<file path="src/rtl/core/assert_macros.svh">
// Concurrent assertion helpers, clocked on clk and disabled while rst_n is low.
`ifndef ASSERT_MACROS_SVH
`define ASSERT_MACROS_SVH
`ifndef SYNTH
`define PWTS_ASSERT(label, prop) \
    label: assert property (@(posedge clk) disable iff (!rst_n) (prop)) \
        else $error("pwts assertion failed");
`define PWTS_ASSERT_NEXT(label, cause, effect) \
    label: assert property (@(posedge clk) disable iff (!rst_n) (cause) |=> (effect)) \
        else $error("pwts assertion failed");
`else
`define PWTS_ASSERT(label, prop)
`define PWTS_ASSERT_NEXT(label, cause, effect)
`endif
`endif

</file>
<file path="src/rtl/core/pwts_pkg.sv">
`default_nettype none
package pwts_pkg;

    localparam int COORD_W     = 32;
    localparam int PROD_W      = 2 * COORD_W;
    localparam int FRAC_W      = 16;
    localparam int ROW_W       = 50;
    localparam int SCALE_W     = 16;
    localparam int NUM_W       = SCALE_W + ROW_W;
    localparam int Q_W         = 17;
    localparam int REM_W       = ROW_W + 1;
    localparam int DIV_STAGES  = Q_W;
    localparam int SIZE_W      = 13;
    localparam int W_MIN_RAW   = 66;
    localparam int ADDR_W      = 6;
    localparam int DATA_W      = 64;
    localparam int NUM_ROWS    = 3;
    localparam int NUM_COEFS   = 4;
    localparam int NUM_COEF_REGS = 6;
    localparam int RESET_WIDTH  = 1920;
    localparam int RESET_HEIGHT = 1080;

    localparam int ROW_SEL_X = 0;
    localparam int ROW_SEL_Y = 1;
    localparam int ROW_SEL_W = 2;

    typedef enum logic [2:0] {
        REG_X_AB   = 3'd0,
        REG_X_CD   = 3'd1,
        REG_Y_AB   = 3'd2,
        REG_Y_CD   = 3'd3,
        REG_W_AB   = 3'd4,
        REG_W_CD   = 3'd5,
        REG_WIDTH  = 3'd6,
        REG_HEIGHT = 3'd7
    } reg_idx_t;

    typedef enum logic [1:0] {
        ST_VISIBLE   = 2'd0,
        ST_BEHIND    = 2'd1,
        ST_OFFSCREEN = 2'd2
    } status_t;

    typedef struct packed {
        logic signed [COORD_W-1:0] world_x;
        logic signed [COORD_W-1:0] world_y;
        logic signed [COORD_W-1:0] world_z;
    } point_t;

    typedef struct packed {
        logic [Q_W-1:0] screen_x;
        logic [Q_W-1:0] screen_y;
        status_t        status;
    } result_t;

    typedef struct packed {
        logic [NUM_ROWS-1:0][NUM_COEFS-1:0][COORD_W-1:0] coef;
        logic [SIZE_W-1:0] width;
        logic [SIZE_W-1:0] height;
    } cfg_t;

    typedef struct packed {
        logic    valid;
        status_t status;
    } ctl_t;

endpackage
`default_nettype wire

</file>
<file path="src/rtl/core/pwts_div.sv">
`default_nettype none
module pwts_div (
    input  wire logic                      clk,
    input  wire logic [pwts_pkg::NUM_W-1:0] num,
    input  wire logic [pwts_pkg::ROW_W-1:0] den,
    output logic      [pwts_pkg::Q_W-1:0]   quo
);

    localparam int NS = pwts_pkg::DIV_STAGES;

    logic [pwts_pkg::REM_W-1:0] rem_reg [NS];
    logic [pwts_pkg::Q_W-1:0]   low_reg [NS];
    logic [pwts_pkg::Q_W-1:0]   q_reg   [NS];
    logic [pwts_pkg::ROW_W-1:0] den_reg [NS];

    logic [pwts_pkg::REM_W-1:0] rem_prev [NS];
    logic [pwts_pkg::Q_W-1:0]   low_prev [NS];
    logic [pwts_pkg::Q_W-1:0]   q_prev   [NS];
    logic [pwts_pkg::ROW_W-1:0] den_prev [NS];

    // The quotient fits Q_W bits, so the numerator bits above them are already
    // below the divisor and seed the partial remainder.
    for (genvar s = 0; s < NS; s++)
    begin : g_stage
        logic [pwts_pkg::REM_W-1:0] trial;
        logic [pwts_pkg::REM_W-1:0] dext;
        logic                       ge;

        if (s == 0)
        begin : g_entry
            assign rem_prev[s] = pwts_pkg::REM_W'(num[pwts_pkg::NUM_W-1:pwts_pkg::Q_W]);
            assign low_prev[s] = num[pwts_pkg::Q_W-1:0];
            assign q_prev[s]   = '0;
            assign den_prev[s] = den;
        end
        else
        begin : g_chain
            assign rem_prev[s] = rem_reg[s-1];
            assign low_prev[s] = low_reg[s-1];
            assign q_prev[s]   = q_reg[s-1];
            assign den_prev[s] = den_reg[s-1];
        end

        assign trial = {rem_prev[s][pwts_pkg::REM_W-2:0], low_prev[s][pwts_pkg::Q_W-1]};
        assign dext  = {1'b0, den_prev[s]};
        assign ge    = trial >= dext;

        always_ff @(posedge clk)
        begin
            rem_reg[s] <= ge ? (trial - dext) : trial;
            low_reg[s] <= {low_prev[s][pwts_pkg::Q_W-2:0], 1'b0};
            q_reg[s]   <= {q_prev[s][pwts_pkg::Q_W-2:0], ge};
            den_reg[s] <= den_prev[s];
        end
    end

    assign quo = q_reg[NS-1];

endmodule
`default_nettype wire

</file>
<file path="config.mk">
export PLATFORM = sky130hd
export DESIGN_NAME = pwts_div
export DESIGN_NICKNAME = d
export VERILOG_FILES = /design/src/rtl/core/assert_macros.svh /design/src/rtl/core/pwts_pkg.sv /design/src/rtl/core/pwts_div.sv
export SDC_FILE = /design/constraint.sdc
export NUM_CORES = 2
export LEC_CHECK = 0
export BUFFER_PORTS_ARGS = -buffer_cell sky130_fd_sc_hd__buf_2
export CAP_MARGIN = 20
export CORE_ASPECT_RATIO = 0.6
export CORE_UTILIZATION = 50
export CTS_BUF_LIST = sky130_fd_sc_hd__clkbuf_16
export DETAILED_ROUTE_END_ITERATION = 8
export PLACE_DENSITY_LB_ADDON = 0.15
export SETUP_SLACK_MARGIN = 0.3
export SLEW_MARGIN = 0
export SYNTH_ARGS = -nofsm -noshare
export SYNTH_HDL_FRONTEND = slang
export SYNTH_SLANG_ARGS = --single-unit
</file>
<file path="constraint.sdc">
create_clock -name clk -period 3.8 [get_ports clk]
set_input_delay 0.57 -clock clk [delete_from_list [all_inputs] [get_ports clk]]
set_output_delay 0.57 -clock clk [all_outputs]
set_load 0.01 [all_outputs]
</file>
==> out/metrics.cfg <==
[synthesis]
async_reset_ff_frac=0
seq_area_frac_synth=0.395
synth_ff_type=dfxtp_1
synth_area_sq_um=95700
synth.distinct_cells=108
synth_edf_count=0
syn_nets=12003
avgSynthCellArea_sq_um=8.69
synth_warnings=0
ys_ff_latch=1889
netlist_instances=11020

[worst_setup_path]
crit_fanout=7
start_kind=register
endpoint_kind=register
cp_slowest_cell=o311a_4
cp.required_ns=4.54
path_cells=inv_4, ha_4, nor2b_4, o31a_1, o31a_1, o21ai_1, buf_4, a31oi_4, buf_6, o311a_4, o21ai_4, o2111ai_2, buf_6, a31oi_4, buf_12, buf_16, mux2_4
path_class=reg2reg
cpPeakStageDelay_ns=0.42
arrival_ns=4.80

[clock_network]
cts_tree=built
cts_sinks=1889
clockBufferDepth=4
htreeDepth=4
cts_buffers=184
clk_latency_ns=0.88
clockRootBuffer=clkbuf_16
cts.clk_slew.worst_paths_ns=0.08

[sta]
max_freq_mhz=246
finalHoldViolCount=0
relSlewSlack=0.252
fin_worst_skew_ns=0.0909
fin_ws_ns=-0.260
fin_crit_ns=4.06
tightest_slew_ns=1.11
setup_viol=186
finalCritPeriodShare=1.07
rsz0062_at_grt=yes
whs_ns=0.0449
slew_violations=0

[grt]
antenna_found_initial=38
gr-usage-all-layers=0.397
grt_start_max_net_pins=44
grt_overflow=0
grt_pass1_vias=84312
grt_pass1_wl_um=570000

[final_layout]
register_area_sq_um=38000
stdcell_count=15675
fin_nets=14004
final_cell_mix=dfxtp_1 (1755), buf_4 (1603), inv_1 (1026), a21oi_1 (962), nand2_1 (776)
areaGrowthSynthToFinish_pct=35.8
multiInputGateArea_sq_um=58800
drive_gt1_frac=0.276
n_fill_cell=14492
final_common_cell=dfxtp_1

[routing]
drc=0
firstDrtPassIters=9
vias=93566
wl_per_cell_um=26.7
wl_um=418000
drt_iter0_drc=12526
routed_via_density=5.97
postRouteAntennaNets=0

[floorplanning]
pin_count=134
start_util=0.507
die_y_um=341
num_rows=123
core_sq_um=189000
dieArea_sq_um=193000
die_x_um=567

[min_path]
hp-class=in2reg

[status]
status=finished with violations
failed_checks=negative setup slack

[placement]
io_buffers=133
hpwlAfterDp_um=308000
dpl_worst_slack_ns=-0.990
dp.cells=14877
place_congestion=1.08

[pwr]
peakVddDrop_uv=581
powerDensity_nw_per_um2=1110
power.leakage_nw=61.3

[flow_run]
drv_cap=0

logic make-up (layout without fill, tap and decap cells):
logic type,count (synthesis),after routing,synth area share
compound gates,3290,3294,0.214
other cells,0,22,0
buf+inv,1466,3595,0.0596
fa+ha+maj,866,866,0.114
mux,217,217,0.0254
simple gates,2577,2577,0.126
xor+xnor,715,715,0.0654
flops,1889,1889,0.395
critical path, delay by kind of cell, from the launching register on:
kind,cells,cell delay (ns)
compound gates,8,1.86
fa+ha+maj,1,0.24
buf+inv,6,0.95
flops,1,0.37
mux,1,0.31
simple gates,1,0.14
power by group:
part	switching [mW]	total, mW	internal, mW
Combinational	52.1	94.3	42.2
Sequential	4.69	30.8	26.1
Clock	8.52	18.8	10.3
Total	65.3	144	78.5
Yosys cell counts (all sizes together), types with 13 or more instances:
| cell type | count | area (sq um) |
|---|---|---|
| and3 | 89 | 557 |
| clkbuf | 303 | 1140 |
| nand4 | 193 | 1210 |
| buf | 97 | 568 |
| a21oi | 1113 | 5590 |
| dfxtp | 1889 | 37800 |
| a211oi | 79 | 608 |
| nand3 | 174 | 871 |
| o41ai | 22 | 313 |
| xnor2 | 401 | 3510 |
| and2 | 42 | 263 |
| inv | 1066 | 4000 |
| nand2b | 101 | 632 |
| a31o | 13 | 114 |
| o31a | 27 | 236 |
| a21boi | 26 | 195 |
| o22ai | 13 | 87.6 |
| a221oi | 23 | 220 |
| and4 | 35 | 307 |
| nor4 | 35 | 219 |
| a311oi | 21 | 184 |
| or3 | 39 | 244 |
| o31ai | 38 | 309 |
| mux2 | 210 | 2360 |
| o21bai | 149 | 1120 |
| nor2b | 110 | 688 |
| nor2 | 660 | 2480 |
| fa | 16 | 320 |
| nor3 | 113 | 571 |
| o21a | 93 | 698 |
| o211ai | 38 | 285 |
| o221ai | 14 | 129 |
| a211o | 23 | 201 |
| or2 | 33 | 206 |
| ha | 850 | 10600 |
| nand3b | 16 | 120 |
| a2111oi | 19 | 173 |
| xor2 | 314 | 2750 |
| a31oi | 100 | 653 |
| nand2 | 893 | 3350 |
| o21ai | 813 | 4080 |
| a221o | 15 | 150 |
| a41oi | 32 | 288 |
| a21o | 535 | 4020 |
final cells by class:
cell class                      count  area share
Multi-Input combinational cell   7669       0.452
Sequential cell                  1889       0.292
Timing Repair Buffer             2211       0.155
Clock buffer                      185      0.0356
Inverter                         1066      0.0310
Tap cell                         2500      0.0241
Clock inverter                    133     0.00986
Antenna cell                       22    0.000423
routing by layer:
metal | part of all wire | global-route usage | wire length, um | up-vias
met3 | 0.20 | 0.269 | 84600 | 493
li1 | - | - | - | 42487
met1 | 0.49 | 0.647 | 204000 | 44880
met4 | 0.011 | 0.0365 | 4800 | 50
met2 | 0.29 | 0.389 | 123000 | 5656
met5 | 0.0056 | 0.0428 | 2350 | -
timing repair:
| item | CTS | global route |
|---|---|---|
| hold buffers | 111 | 0 |
| cloned | 45 | 25 |
| endpoints found under the setup margin | 764 | 809 |
| resized for setup | 886 | 1024 |
| pin swaps | 249 | 321 |
| hold endpoints to repair | 111 | 0 |
| setup buffers | 146 | 130 |
worst paths after layout:
| path | start | endpoint | slack, ns | cells past startpoint |
|---|---|---|---|---|
| min reg2reg | q_reg[10][3] | q_reg[11][4] | 0.32 | 0 |
| max | den_reg[0][651] | rem_reg[0][735] | -0.26 | 17 |
| max reg2reg | den_reg[0][651] | rem_reg[0][735] | -0.26 | 17 |
| min | num[30] | rem_reg[0][14] | 0.04 | 3 |
stage by stage:
stage	instance area, sq um	utilization	TNS [ns]	total power [mW]
4_1_cts	124000	0.657	-0.109	129
5_1_grt	130000	0.688	-24.72	149
3_3_place_gp	111000	0.587	-85.99	99.7
2_1_floorplan	95700	-	0	69.9
3_5_place_dp	111000	0.587	-118.94	101
6_report	130000	0.688	-18.97	144
Power figures use the tool's default switching activity.
