[src/rtl/core/assert_macros.svh]
// Concurrent assertion helpers, clocked on clk and disabled while rst_n is low.
`ifndef ASSERT_MACROS_SVH
`define ASSERT_MACROS_SVH
`ifndef SYNTH
`define PWTS_ASSERT(label, prop) \
    label: assert property (@(posedge clk) disable iff (!rst_n) (prop)) \
        else $error("pwts assertion failed");
`define PWTS_ASSERT_NEXT(label, cause, effect) \
    label: assert property (@(posedge clk) disable iff (!rst_n) (cause) |=> (effect)) \
        else $error("pwts assertion failed");
`else
`define PWTS_ASSERT(label, prop)
`define PWTS_ASSERT_NEXT(label, cause, effect)
`endif
`endif

[src/rtl/core/pwts_pkg.sv]
`default_nettype none
package pwts_pkg;

    localparam int COORD_W     = 32;
    localparam int PROD_W      = 2 * COORD_W;
    localparam int FRAC_W      = 16;
    localparam int ROW_W       = 50;
    localparam int SCALE_W     = 16;
    localparam int NUM_W       = SCALE_W + ROW_W;
    localparam int Q_W         = 17;
    localparam int REM_W       = ROW_W + 1;
    localparam int DIV_STAGES  = Q_W;
    localparam int SIZE_W      = 13;
    localparam int W_MIN_RAW   = 66;
    localparam int ADDR_W      = 6;
    localparam int DATA_W      = 64;
    localparam int NUM_ROWS    = 3;
    localparam int NUM_COEFS   = 4;
    localparam int NUM_COEF_REGS = 6;
    localparam int RESET_WIDTH  = 1920;
    localparam int RESET_HEIGHT = 1080;

    localparam int ROW_SEL_X = 0;
    localparam int ROW_SEL_Y = 1;
    localparam int ROW_SEL_W = 2;

    typedef enum logic [2:0] {
        REG_X_AB   = 3'd0,
        REG_X_CD   = 3'd1,
        REG_Y_AB   = 3'd2,
        REG_Y_CD   = 3'd3,
        REG_W_AB   = 3'd4,
        REG_W_CD   = 3'd5,
        REG_WIDTH  = 3'd6,
        REG_HEIGHT = 3'd7
    } reg_idx_t;

    typedef enum logic [1:0] {
        ST_VISIBLE   = 2'd0,
        ST_BEHIND    = 2'd1,
        ST_OFFSCREEN = 2'd2
    } status_t;

    typedef struct packed {
        logic signed [COORD_W-1:0] world_x;
        logic signed [COORD_W-1:0] world_y;
        logic signed [COORD_W-1:0] world_z;
    } point_t;

    typedef struct packed {
        logic [Q_W-1:0] screen_x;
        logic [Q_W-1:0] screen_y;
        status_t        status;
    } result_t;

    typedef struct packed {
        logic [NUM_ROWS-1:0][NUM_COEFS-1:0][COORD_W-1:0] coef;
        logic [SIZE_W-1:0] width;
        logic [SIZE_W-1:0] height;
    } cfg_t;

    typedef struct packed {
        logic    valid;
        status_t status;
    } ctl_t;

endpackage
`default_nettype wire

[src/rtl/core/pwts_regs.sv]
`default_nettype none
module pwts_regs (
    input  wire logic                          clk,
    input  wire logic                          rst_n,
    input  wire logic                          psel,
    input  wire logic                          penable,
    input  wire logic                          pwrite,
    input  wire logic [pwts_pkg::ADDR_W-1:0]   paddr,
    input  wire logic [pwts_pkg::DATA_W-1:0]   pwdata,
    output logic      [pwts_pkg::DATA_W-1:0]   prdata,
    output logic                               pready,
    output pwts_pkg::cfg_t                     cfg
);

    logic [pwts_pkg::DATA_W-1:0] coef_reg [pwts_pkg::NUM_COEF_REGS];
    logic [pwts_pkg::SIZE_W-1:0] width_reg;
    logic [pwts_pkg::SIZE_W-1:0] height_reg;
    logic                        wr;
    pwts_pkg::reg_idx_t          idx;

    assign pready = 1'b1;
    assign wr     = psel && penable && pwrite;
    assign idx    = pwts_pkg::reg_idx_t'(paddr[pwts_pkg::ADDR_W-1:3]);

    always_ff @(posedge clk or negedge rst_n)
    begin
        if (!rst_n)
        begin
            for (int i = 0; i < pwts_pkg::NUM_COEF_REGS; i++)
            begin
                coef_reg[i] <= '0;
            end
            width_reg  <= pwts_pkg::SIZE_W'(pwts_pkg::RESET_WIDTH);
            height_reg <= pwts_pkg::SIZE_W'(pwts_pkg::RESET_HEIGHT);
        end
        else if (wr)
        begin
            case (idx)
                pwts_pkg::REG_X_AB:   coef_reg[0] <= pwdata;
                pwts_pkg::REG_X_CD:   coef_reg[1] <= pwdata;
                pwts_pkg::REG_Y_AB:   coef_reg[2] <= pwdata;
                pwts_pkg::REG_Y_CD:   coef_reg[3] <= pwdata;
                pwts_pkg::REG_W_AB:   coef_reg[4] <= pwdata;
                pwts_pkg::REG_W_CD:   coef_reg[5] <= pwdata;
                pwts_pkg::REG_WIDTH:  width_reg   <= pwdata[pwts_pkg::SIZE_W-1:0];
                pwts_pkg::REG_HEIGHT: height_reg  <= pwdata[pwts_pkg::SIZE_W-1:0];
                default: ;
            endcase
        end
    end

    always_comb
    begin
        case (idx)
            pwts_pkg::REG_X_AB:   prdata = coef_reg[0];
            pwts_pkg::REG_X_CD:   prdata = coef_reg[1];
            pwts_pkg::REG_Y_AB:   prdata = coef_reg[2];
            pwts_pkg::REG_Y_CD:   prdata = coef_reg[3];
            pwts_pkg::REG_W_AB:   prdata = coef_reg[4];
            pwts_pkg::REG_W_CD:   prdata = coef_reg[5];
            pwts_pkg::REG_WIDTH:  prdata = pwts_pkg::DATA_W'(width_reg);
            pwts_pkg::REG_HEIGHT: prdata = pwts_pkg::DATA_W'(height_reg);
            default:              prdata = '0;
        endcase
    end

    // Each row owns two registers: elements a,b in the first, c,d in the second.
    always_comb
    begin
        for (int r = 0; r < pwts_pkg::NUM_ROWS; r++)
        begin
            cfg.coef[r][0] = coef_reg[2*r][pwts_pkg::COORD_W-1:0];
            cfg.coef[r][1] = coef_reg[2*r][pwts_pkg::DATA_W-1:pwts_pkg::COORD_W];
            cfg.coef[r][2] = coef_reg[2*r+1][pwts_pkg::COORD_W-1:0];
            cfg.coef[r][3] = coef_reg[2*r+1][pwts_pkg::DATA_W-1:pwts_pkg::COORD_W];
        end
        cfg.width  = width_reg;
        cfg.height = height_reg;
    end

endmodule
`default_nettype wire

[config.mk]
export PLATFORM = sky130hd
export DESIGN_NAME = pwts_regs
export DESIGN_NICKNAME = d
export VERILOG_FILES = /design/src/rtl/core/assert_macros.svh /design/src/rtl/core/pwts_pkg.sv /design/src/rtl/core/pwts_regs.sv
export SDC_FILE = /design/constraint.sdc
export NUM_CORES = 1
export LEC_CHECK = 0
export BUFFER_PORTS_ARGS = -buffer_cell sky130_fd_sc_hd__buf_2
export CAP_MARGIN = 20
export CORE_MARGIN = 5
export CORE_UTILIZATION = 45
export DETAILED_ROUTE_END_ITERATION = 12
export GPL_ROUTABILITY_DRIVEN = 0
export PLACE_DENSITY = 0.68
export SYNTH_ARGS = -nofsm -noshare
export SYNTH_HDL_FRONTEND = slang
export SYNTH_SLANG_ARGS = --single-unit
[constraint.sdc]
create_clock -name clk -period 3.64 [get_ports clk]
set_clock_uncertainty 0.15 [all_clocks]
set_input_delay 0.182 -clock clk [delete_from_list [all_inputs] [get_ports clk]]
set_output_delay 0.182 -clock clk [all_outputs]
set_load 0.03 [all_outputs]
==> results.toml, run 1 <==
[sta]
timing.final.crit_share = 0.751
rsz0062_at_grt = "false"
finalHoldViolCount = 0
maxSlewViolCount = 0
timing.hold.ws_ns = 0.0762
max_freq_mhz = 366
tns_ns = 0
worst_slew_pin_slew_ns = 1.06
relSlewSlack = 0.293
fin_crit_ns = 2.74
setup_violations = 0

[critical_path]
crit_start = "paddr[4]"
worstSetupEndpointType = "output port"
crit_fanout = 39
cp.arrival_ns = 2.40
path_class = "input port to output port"
start_kind = "input port"
timing.rr.start = "cfg[247]"
cp.required_ns = 3.31

[final_layout]
multiInputGateArea_um2 = 7550
antenna-diode-count = 0
largest_reg_flops = 384
area_growth_pct = 29.7
regArea_um2 = 10300
layout-drive-gt1-share = 0.537
fillCellCount = 3284
nNetsFinal = 2018

[clock_network]
cts_root_buf = "clkbuf_16"
cts.sinks = 410
clock_latency_ns = 0.56
cts_tree = "done"
cts-buffers-inserted = 44
clkTransAtPathRegs_ns = 0.05
htree_levels = 2
cts_resized = 0
post_cts_buffers = 0
clockBufferDepth = 3

[floorplanning]
num_io_pins = 550
dieWidth_um = 212
num_rows = 73
start_util = 0.457
core_region_area_um2 = 40000
die-area_um2 = 44800
die_height_um = 212

[route]
drt_iter0_markers = 980
drcViolationCount = 0
avgRoutedWirePerCell_um = 26.0
drt_pass1_iterations = 5
drt_wl_total_um = 64900
via_count = 14514
avgViaCountPerCell = 5.80
ant_nets = 0

[min_path]
min_path_type = "input port to async pin"

[power_and_ir_drop]
power_density_nw_per_um2 = 664
power_leakage_nw = 11.9
ir_worst_vdd_uv = 444

[global_routing]
grt_pass1_vias = 14986
grt_max_degree = 98
grt_use_total = 0.280
overflow = 0
grt_pass1_wl_um = 96000
antenna_found_initial = 0

[logic_synthesis]
synth.most_common_cell = "dfrtp_1"
synth_fp_nets = 1413
postSynthAreaPerCell_um2 = 13.7
ys.flop_type = "dfrtp_1"
synth_warnings = 0
synth_seq_cells = 410
syn_area_um2 = 18300
syn_inst = 1338
synth_common_cells = "402 x dfrtp_1, 378 x mux2_2, 70 x nor2_1"
seq_area_frac_synth = 0.561
async_flop_share = 1.00
ys_types = 32
synth-edff-count = 0
synth_top_cell_by_area = "dfrtp_1"
synth_top_area_frac = 0.550
synth_area_leaders = "dfrtp_1 55%, mux2_2 23%, mux2i_1 3.7%"

[outcome]
status = "completed"

[run]
cap_violations = 0

[place]
hpwl_um = 43700
port_buffers = 545
-- power by group --
| group | internal (W) | leakage [nW] | total [W] | switching, W |
|---|---|---|---|---|
| Clock | 0.00270 | 0.713 | 0.00452 | 0.00182 |
| Combinational | 0.00164 | 5.92 | 0.00500 | 0.00336 |
| Sequential | 0.00547 | 5.22 | 0.00625 | 0.000783 |
| Total | 0.00980 | 11.9 | 0.0158 | 0.00596 |
-- critical path: stages --
cell      delay (ns)
buf_4           0.50
buf_4           0.67
mux2i_1         0.20
a211oi_1        0.38
o22a_1          0.17
buf_2           0.19
-- metal layers --
metal | vias up | track usage | share of wire
met5 | - | 0 | 0
met4 | 0 | 0.117 | 0.039
met3 | 180 | 0.0679 | 0.085
met2 | 746 | 0.462 | 0.49
met1 | 7431 | 0.354 | 0.39
li1 | 6157 | - | -
-- per-stage QoR --
| step | total power, W | std cells | setup WS, ns | area, um^2 | util |
|---|---|---|---|---|---|
| after floorplan | 0.00938 | 1338 | 1.59 | 18300 | - |
| after global placement | 0.0112 | 2357 | 0.997 | 21600 | 0.541 |
| after detailed placement | 0.0113 | 2357 | 0.973 | 21600 | 0.541 |
| after CTS | 0.0159 | 2501 | 0.875 | 23700 | 0.593 |
| after global routing | 0.0164 | 2501 | 0.812 | 23700 | 0.593 |
| final | 0.0158 | 2501 | 0.905 | 23700 | 0.593 |
-- repair_timing --
action | CTS | global route
hold endpoints to repair | 498 | 0
hold buffers | 65 | 0
endpoints found under the setup margin | 0 | 0
-- cell usage in the layout, fill, tap and decap left out, types with 4 or more instances in the layout --
cell / instances
o2bb2ai_1: 26
a22o_1: 23
buf_12: 6
dfrtp_1: 402
o22a_1: 40
dlygate4sd3_1: 65
mux2i_1: 67
buf_4: 40
mux2_1: 32
bufinv_16: 4
clkbuf_8: 7
mux2_2: 378
nor2_4: 5
o22ai_1: 13
dfstp_2: 8
a211oi_1: 39
buf_2: 542
o21ai_0: 24
nor2_1: 67
clkbuf_16: 45
clkbuf_1: 10
nand2_1: 52
clkinv_2: 9
a22oi_1: 23
a31oi_1: 24
-- cell families after synthesis --
logic type	share of synthesized area
AOI/OAI and AO/OA	0.0886
other	0.000205
DFF	0.561
and+or+nand+nor	0.0327
muxes	0.289
buffers and inverters	0.0282
-- final cells by class --
class,instances,share of cell area
sequential,410,0.433
clock buffer,62,0.0531
tap,525,0.0277
inverter,1,0.000158
multi-input combinational,832,0.318
clock inverter,17,0.00828
timing repair buffer,654,0.160
-- worst paths after layout --
path / cells past startpoint / to / slack, ns
min reg2reg: 1 / cfg[227] / 0.36
min: 2 / cfg[228] / 0.08
max reg2reg: 1 / cfg[247] / 2.66
max: 6 / prdata[3] / 0.90
max in group asynchronous: 3 / cfg[79] / 2.20
min in group clk: 4 / cfg[227] / 0.19
Power figures use the tool's default switching activity.
==> inputs of run 2 (changes only) <==
==> constraint.sdc (replaced) <==
create_clock -name clk -period 2.8 [get_ports clk]
set_clock_uncertainty 0.15 [all_clocks]
set_input_delay 0.14 -clock clk [delete_from_list [all_inputs] [get_ports clk]]
set_output_delay 0.14 -clock clk [all_outputs]
set_load 0.03 [all_outputs]
==> results.toml, run 2 (same netlist as run 1, synthesis figures left out) <==
[outcome]
status = "completed"

[critical_path]
crit_fanout = 14
cp.required_ns = 2.51
crit_start = "paddr[5]"
worstSetupEndpointType = "output port"
cp.arrival_ns = 1.91
start_kind = "input port"
timing.rr.start = "cfg[181]"
path_class = "input port to output port"

[route]
avgViaCountPerCell = 5.73
drt_pass1_iterations = 5
ant_nets = 0
via_count = 14377
drt_iter0_markers = 883
drt_wl_total_um = 64900
drcViolationCount = 0
avgRoutedWirePerCell_um = 25.9

[final_layout]
nNetsFinal = 2021
largest_reg_flops = 384
fillCellCount = 3265
final_util = 0.600
regArea_um2 = 10300
design_area_um2 = 24000
area_growth_pct = 31.3
multiInputGateArea_um2 = 7550
final_common_cell = "buf_2"
layout-drive-gt1-share = 0.537
final_cell_mix = "542 x buf_2, 402 x dfrtp_1, 378 x mux2_2, 67 x nor2_1, 67 x mux2i_1"

[clock_network]
cts_hold_buf = 65
post_cts_buffers = 0
clockBufferDepth = 3
clkTransAtPathRegs_ns = 0.06
htree_levels = 2
cts_root_buf = "clkbuf_16"
cts.sinks = 410
cts-buffers-inserted = 45
cts_tree = "done"
cts_resized = 0
clock_latency_ns = 0.57

[sta]
maxSlewViolCount = 0
fin_ws_ns = 0.598
setup_violations = 0
relSlewSlack = 0.546
tns_ns = 0
finalHoldViolCount = 0
fin_crit_ns = 2.20
worst_slew_pin_slew_ns = 0.681
timing.final.crit_share = 0.786
max_freq_mhz = 454
rsz0062_at_grt = "false"

[power_and_ir_drop]
power_density_nw_per_um2 = 866
ir_worst_vdd_uv = 555
power_leakage_nw = 12.0
p_total_w = 0.0208

[floorplanning]
num_rows = 73
start_util = 0.457
die_height_um = 212
num_io_pins = 550
die-area_um2 = 44800
core_region_area_um2 = 40000
dieWidth_um = 212

[global_routing]
overflow = 0
grt_max_degree = 79
grt_use_total = 0.280
grt_pass1_vias = 14984
antenna_found_initial = 2
grt_pass1_wl_um = 96400

[place]
port_buffers = 545
hpwl_um = 43200
pre_cts_ws_ns = 0.544
place_area_um2 = 21800

[min_path]
min_path_type = "input port to async pin"

[run]
cap_violations = 0
## run 2: cell types whose count changed in the layout (fill, tap and decap cells not counted)
| cell | change |
|---|---|
| diode_2 | +2 |
| clkinvlp_4 | -3 |
| clkbuf_1 | +2 |
| buf_12 | +14 |
| clkbuf_8 | +3 |
| clkinv_2 | -2 |
| buf_4 | -12 |
| inv_6 | +2 |
| clkbuf_16 | +2 |
## run 2: routing by layer
metal | vias up | GRT usage | wire length (um)
met3 | 152 | 0.0763 | 5560
met1 | 7373 | 0.359 | 25300
met5 | - | 0 | 0
met2 | 673 | 0.461 | 31700
li1 | 6179 | - | -
met4 | 0 | 0.0993 | 2300
## run 2: cell type report
type	instances	share of cell area
Antenna cell	2	0.000208
Clock buffer	69	0.0566
Clock inverter	14	0.00755
Inverter	1	0.000156
Multi-Input combinational cell	832	0.314
Sequential cell	410	0.428
Tap cell	525	0.0274
Timing Repair Buffer	656	0.166
## run 2: critical path, stage by stage
cell and delay (ns):
buf_2 0.14, nand2b_2 0.49, buf_4 0.39, nor2_1 0.07, a211oi_1 0.24, o22a_1 0.21, buf_2 0.21
## run 2: power breakdown
part	internal [W]	switching [W]	total (W)
Clock	0.00372	0.00244	0.00616
Combinational	0.00215	0.00438	0.00653
Sequential	0.00711	0.000988	0.00810
## run 2: through the flow
step / hold slack (ns) / instances
3_5_place_dp: 0.0451 / 2359
6_report: 0.0216 / 2509
5_1_grt: 0.0747 / 2509
3_3_place_gp: 0.0472 / 2359
2_1_floorplan: -0.306 / 1338
4_1_cts: 0.0229 / 2507
## run 2: worst paths after layout
path | to | slack (ns) | depth (start not counted)
max | prdata[52] | 0.60 | 7
min | cfg[228] | 0.02 | 2
max reg2reg | cfg[181] | 1.82 | 1
min reg2reg | cfg[184] | 0.36 | 1
max in group asynchronous | cfg[83] | 1.59 | 3
min in group clk | cfg[177] | 0.11 | 4
==> inputs of run 3 (changes only) <==
==> constraint.sdc (replaced) <==
create_clock -name clk -period 2.1 [get_ports clk]
set_clock_uncertainty 0.15 [all_clocks]
set_input_delay 0.105 -clock clk [delete_from_list [all_inputs] [get_ports clk]]
set_output_delay 0.105 -clock clk [all_outputs]
set_load 0.03 [all_outputs]
==> results.toml, run 3 (same netlist as run 1, synthesis figures left out) <==
[outcome]
status = "completed"

[global_routing]
antenna_found_initial = 1
grt_max_degree = 64
grt_use_total = 0.280
grt_pass1_vias = 14957
overflow = 0
grt_pass1_wl_um = 96200

[place]
port_buffers = 545
pre_cts_ws_ns = 0.123
hpwl_um = 43700

[final_layout]
layout-drive-gt1-share = 0.540
final_util = 0.606
final_cell_mix = "538 x buf_2, 402 x dfrtp_1, 378 x mux2_2, 67 x nor2_1, 67 x mux2i_1"
largest_reg_flops = 384
nNetsFinal = 2031
final_common_cell = "buf_2"
area_growth_pct = 32.4

[clock_network]
clock_latency_ns = 0.56
cts_tree = "done"
cts_root_buf = "clkbuf_16"
htree_levels = 2
cts.sinks = 410
clkTransAtPathRegs_ns = 0.06
cts-buffers-inserted = 45
clockBufferDepth = 3

[floorplanning]
start_util = 0.457
num_rows = 73
die_height_um = 212
num_io_pins = 550
die-area_um2 = 44800
dieWidth_um = 212
core_region_area_um2 = 40000

[sta]
timing.final.crit_share = 0.963
relSlewSlack = 0.639
setup_violations = 0
tns_ns = 0
max_freq_mhz = 495
worst_slew_pin_slew_ns = 0.542
fin_ws_ns = 0.0782
fin_crit_ns = 2.02
maxSlewViolCount = 0
finalHoldViolCount = 0
rsz0062_at_grt = "false"

[power_and_ir_drop]
ir_worst_vdd_uv = 827
power_leakage_nw = 12.1
power_density_nw_per_um2 = 1140

[route]
m1WireLength_um = 25600
met2_length_um = 31900
drt_wl_total_um = 65700
ant_nets = 0
via_count = 14487
avgRoutedWirePerCell_um = 26.1
drcViolationCount = 0
drt_pass1_iterations = 5
highest_layer = "met4"
drt_iter0_markers = 1218
wl_met3_um = 5980
avgViaCountPerCell = 5.76

[critical_path]
crit_chain = "mux2i_1 > a211oi_1 > o22a_1 > buf_6"
rrSetupSlack_ns = 1.12
max_stage_delay_ns = 0.57
cp_slowest_cell = "dfstp_2"
crit_fanout = 3
worstSetupEndpointType = "output port"
cp.required_ns = 1.85
cp.arrival_ns = 1.77
start_kind = "flip-flop"
path_class = "flip-flop to output port"

[min_path]
min_path_type = "input port to async pin"

[run]
cap_violations = 0
## run 3: cell types whose count changed in the layout (fill, tap and decap cells not counted), sizes merged
cell | previous run | this run
buf | 591 | 598
clkbuf | 69 | 75
bufinv | 4 | 2
clkinv | 8 | 6
diode | 2 | 1
## run 3: cell type report
class                           instances  area [um^2]
Clock inverter                         10          108
Fill cell                            3226        15800
Tap cell                              525          657
Sequential cell                       410        10300
Multi-Input combinational cell        832         7560
Timing Repair Buffer                  666         4220
Antenna cell                            1         2.50
Inverter                                1         3.75
Clock buffer                           72         1400
## run 3: worst paths after layout
check	cells after the start	from	to
min reg2reg	1	cfg[230]	cfg[230]
min in group clk	4	paddr[3]	cfg[214]
min	2	rst_n	width_reg[10]
max reg2reg	1	cfg[201]	cfg[201]
max	4	width_reg[8]	prdata[8]
max in group asynchronous	3	rst_n	width_reg[8]
## run 3: metal layers
metal	up-vias	GRT usage
met5	-	0
met4	0	0.0984
met3	156	0.0726
met2	817	0.466
met1	7338	0.359
li1	6176	-
## run 3: timing repair
item	4_1_cts	5_1_grt
resized for setup	1	6
hold endpoints to repair	814	0
hold buffers	66	0
setup endpoints to repair	1	5
gates cloned	0	0
setup buffers	0	0
pin swaps	0	3
## run 3: through the flow
stage | area [um^2] | instances | hold WS, ns | power (W)
global placement | 22000 | 2368 | -0.0670 | 0.0194
detailed placement | 22000 | 2368 | -0.0721 | 0.0196
CTS | 24200 | 2516 | 0.0489 | 0.0278
global route | 24200 | 2517 | 0.0952 | 0.0287
floorplan | 18300 | 1338 | -0.341 | 0.0163
finish | 24200 | 2517 | 0.107 | 0.0276
## run 3: worst max-delay path, delay by kind of cell (launching register included)
| kind | cells | cell delay [ns] |
|---|---|---|
| buffers and inverters | 1 | 0.14 |
| AOI/OAI and AO/OA | 2 | 0.42 |
| muxes | 1 | 0.08 |
| DFF | 1 | 0.57 |
## run 3: power by group
group	internal, W	switching, W	total (W)
Clock	0.00481	0.00320	0.00801
Combinational	0.00291	0.00584	0.00875
Sequential	0.00948	0.00136	0.0108
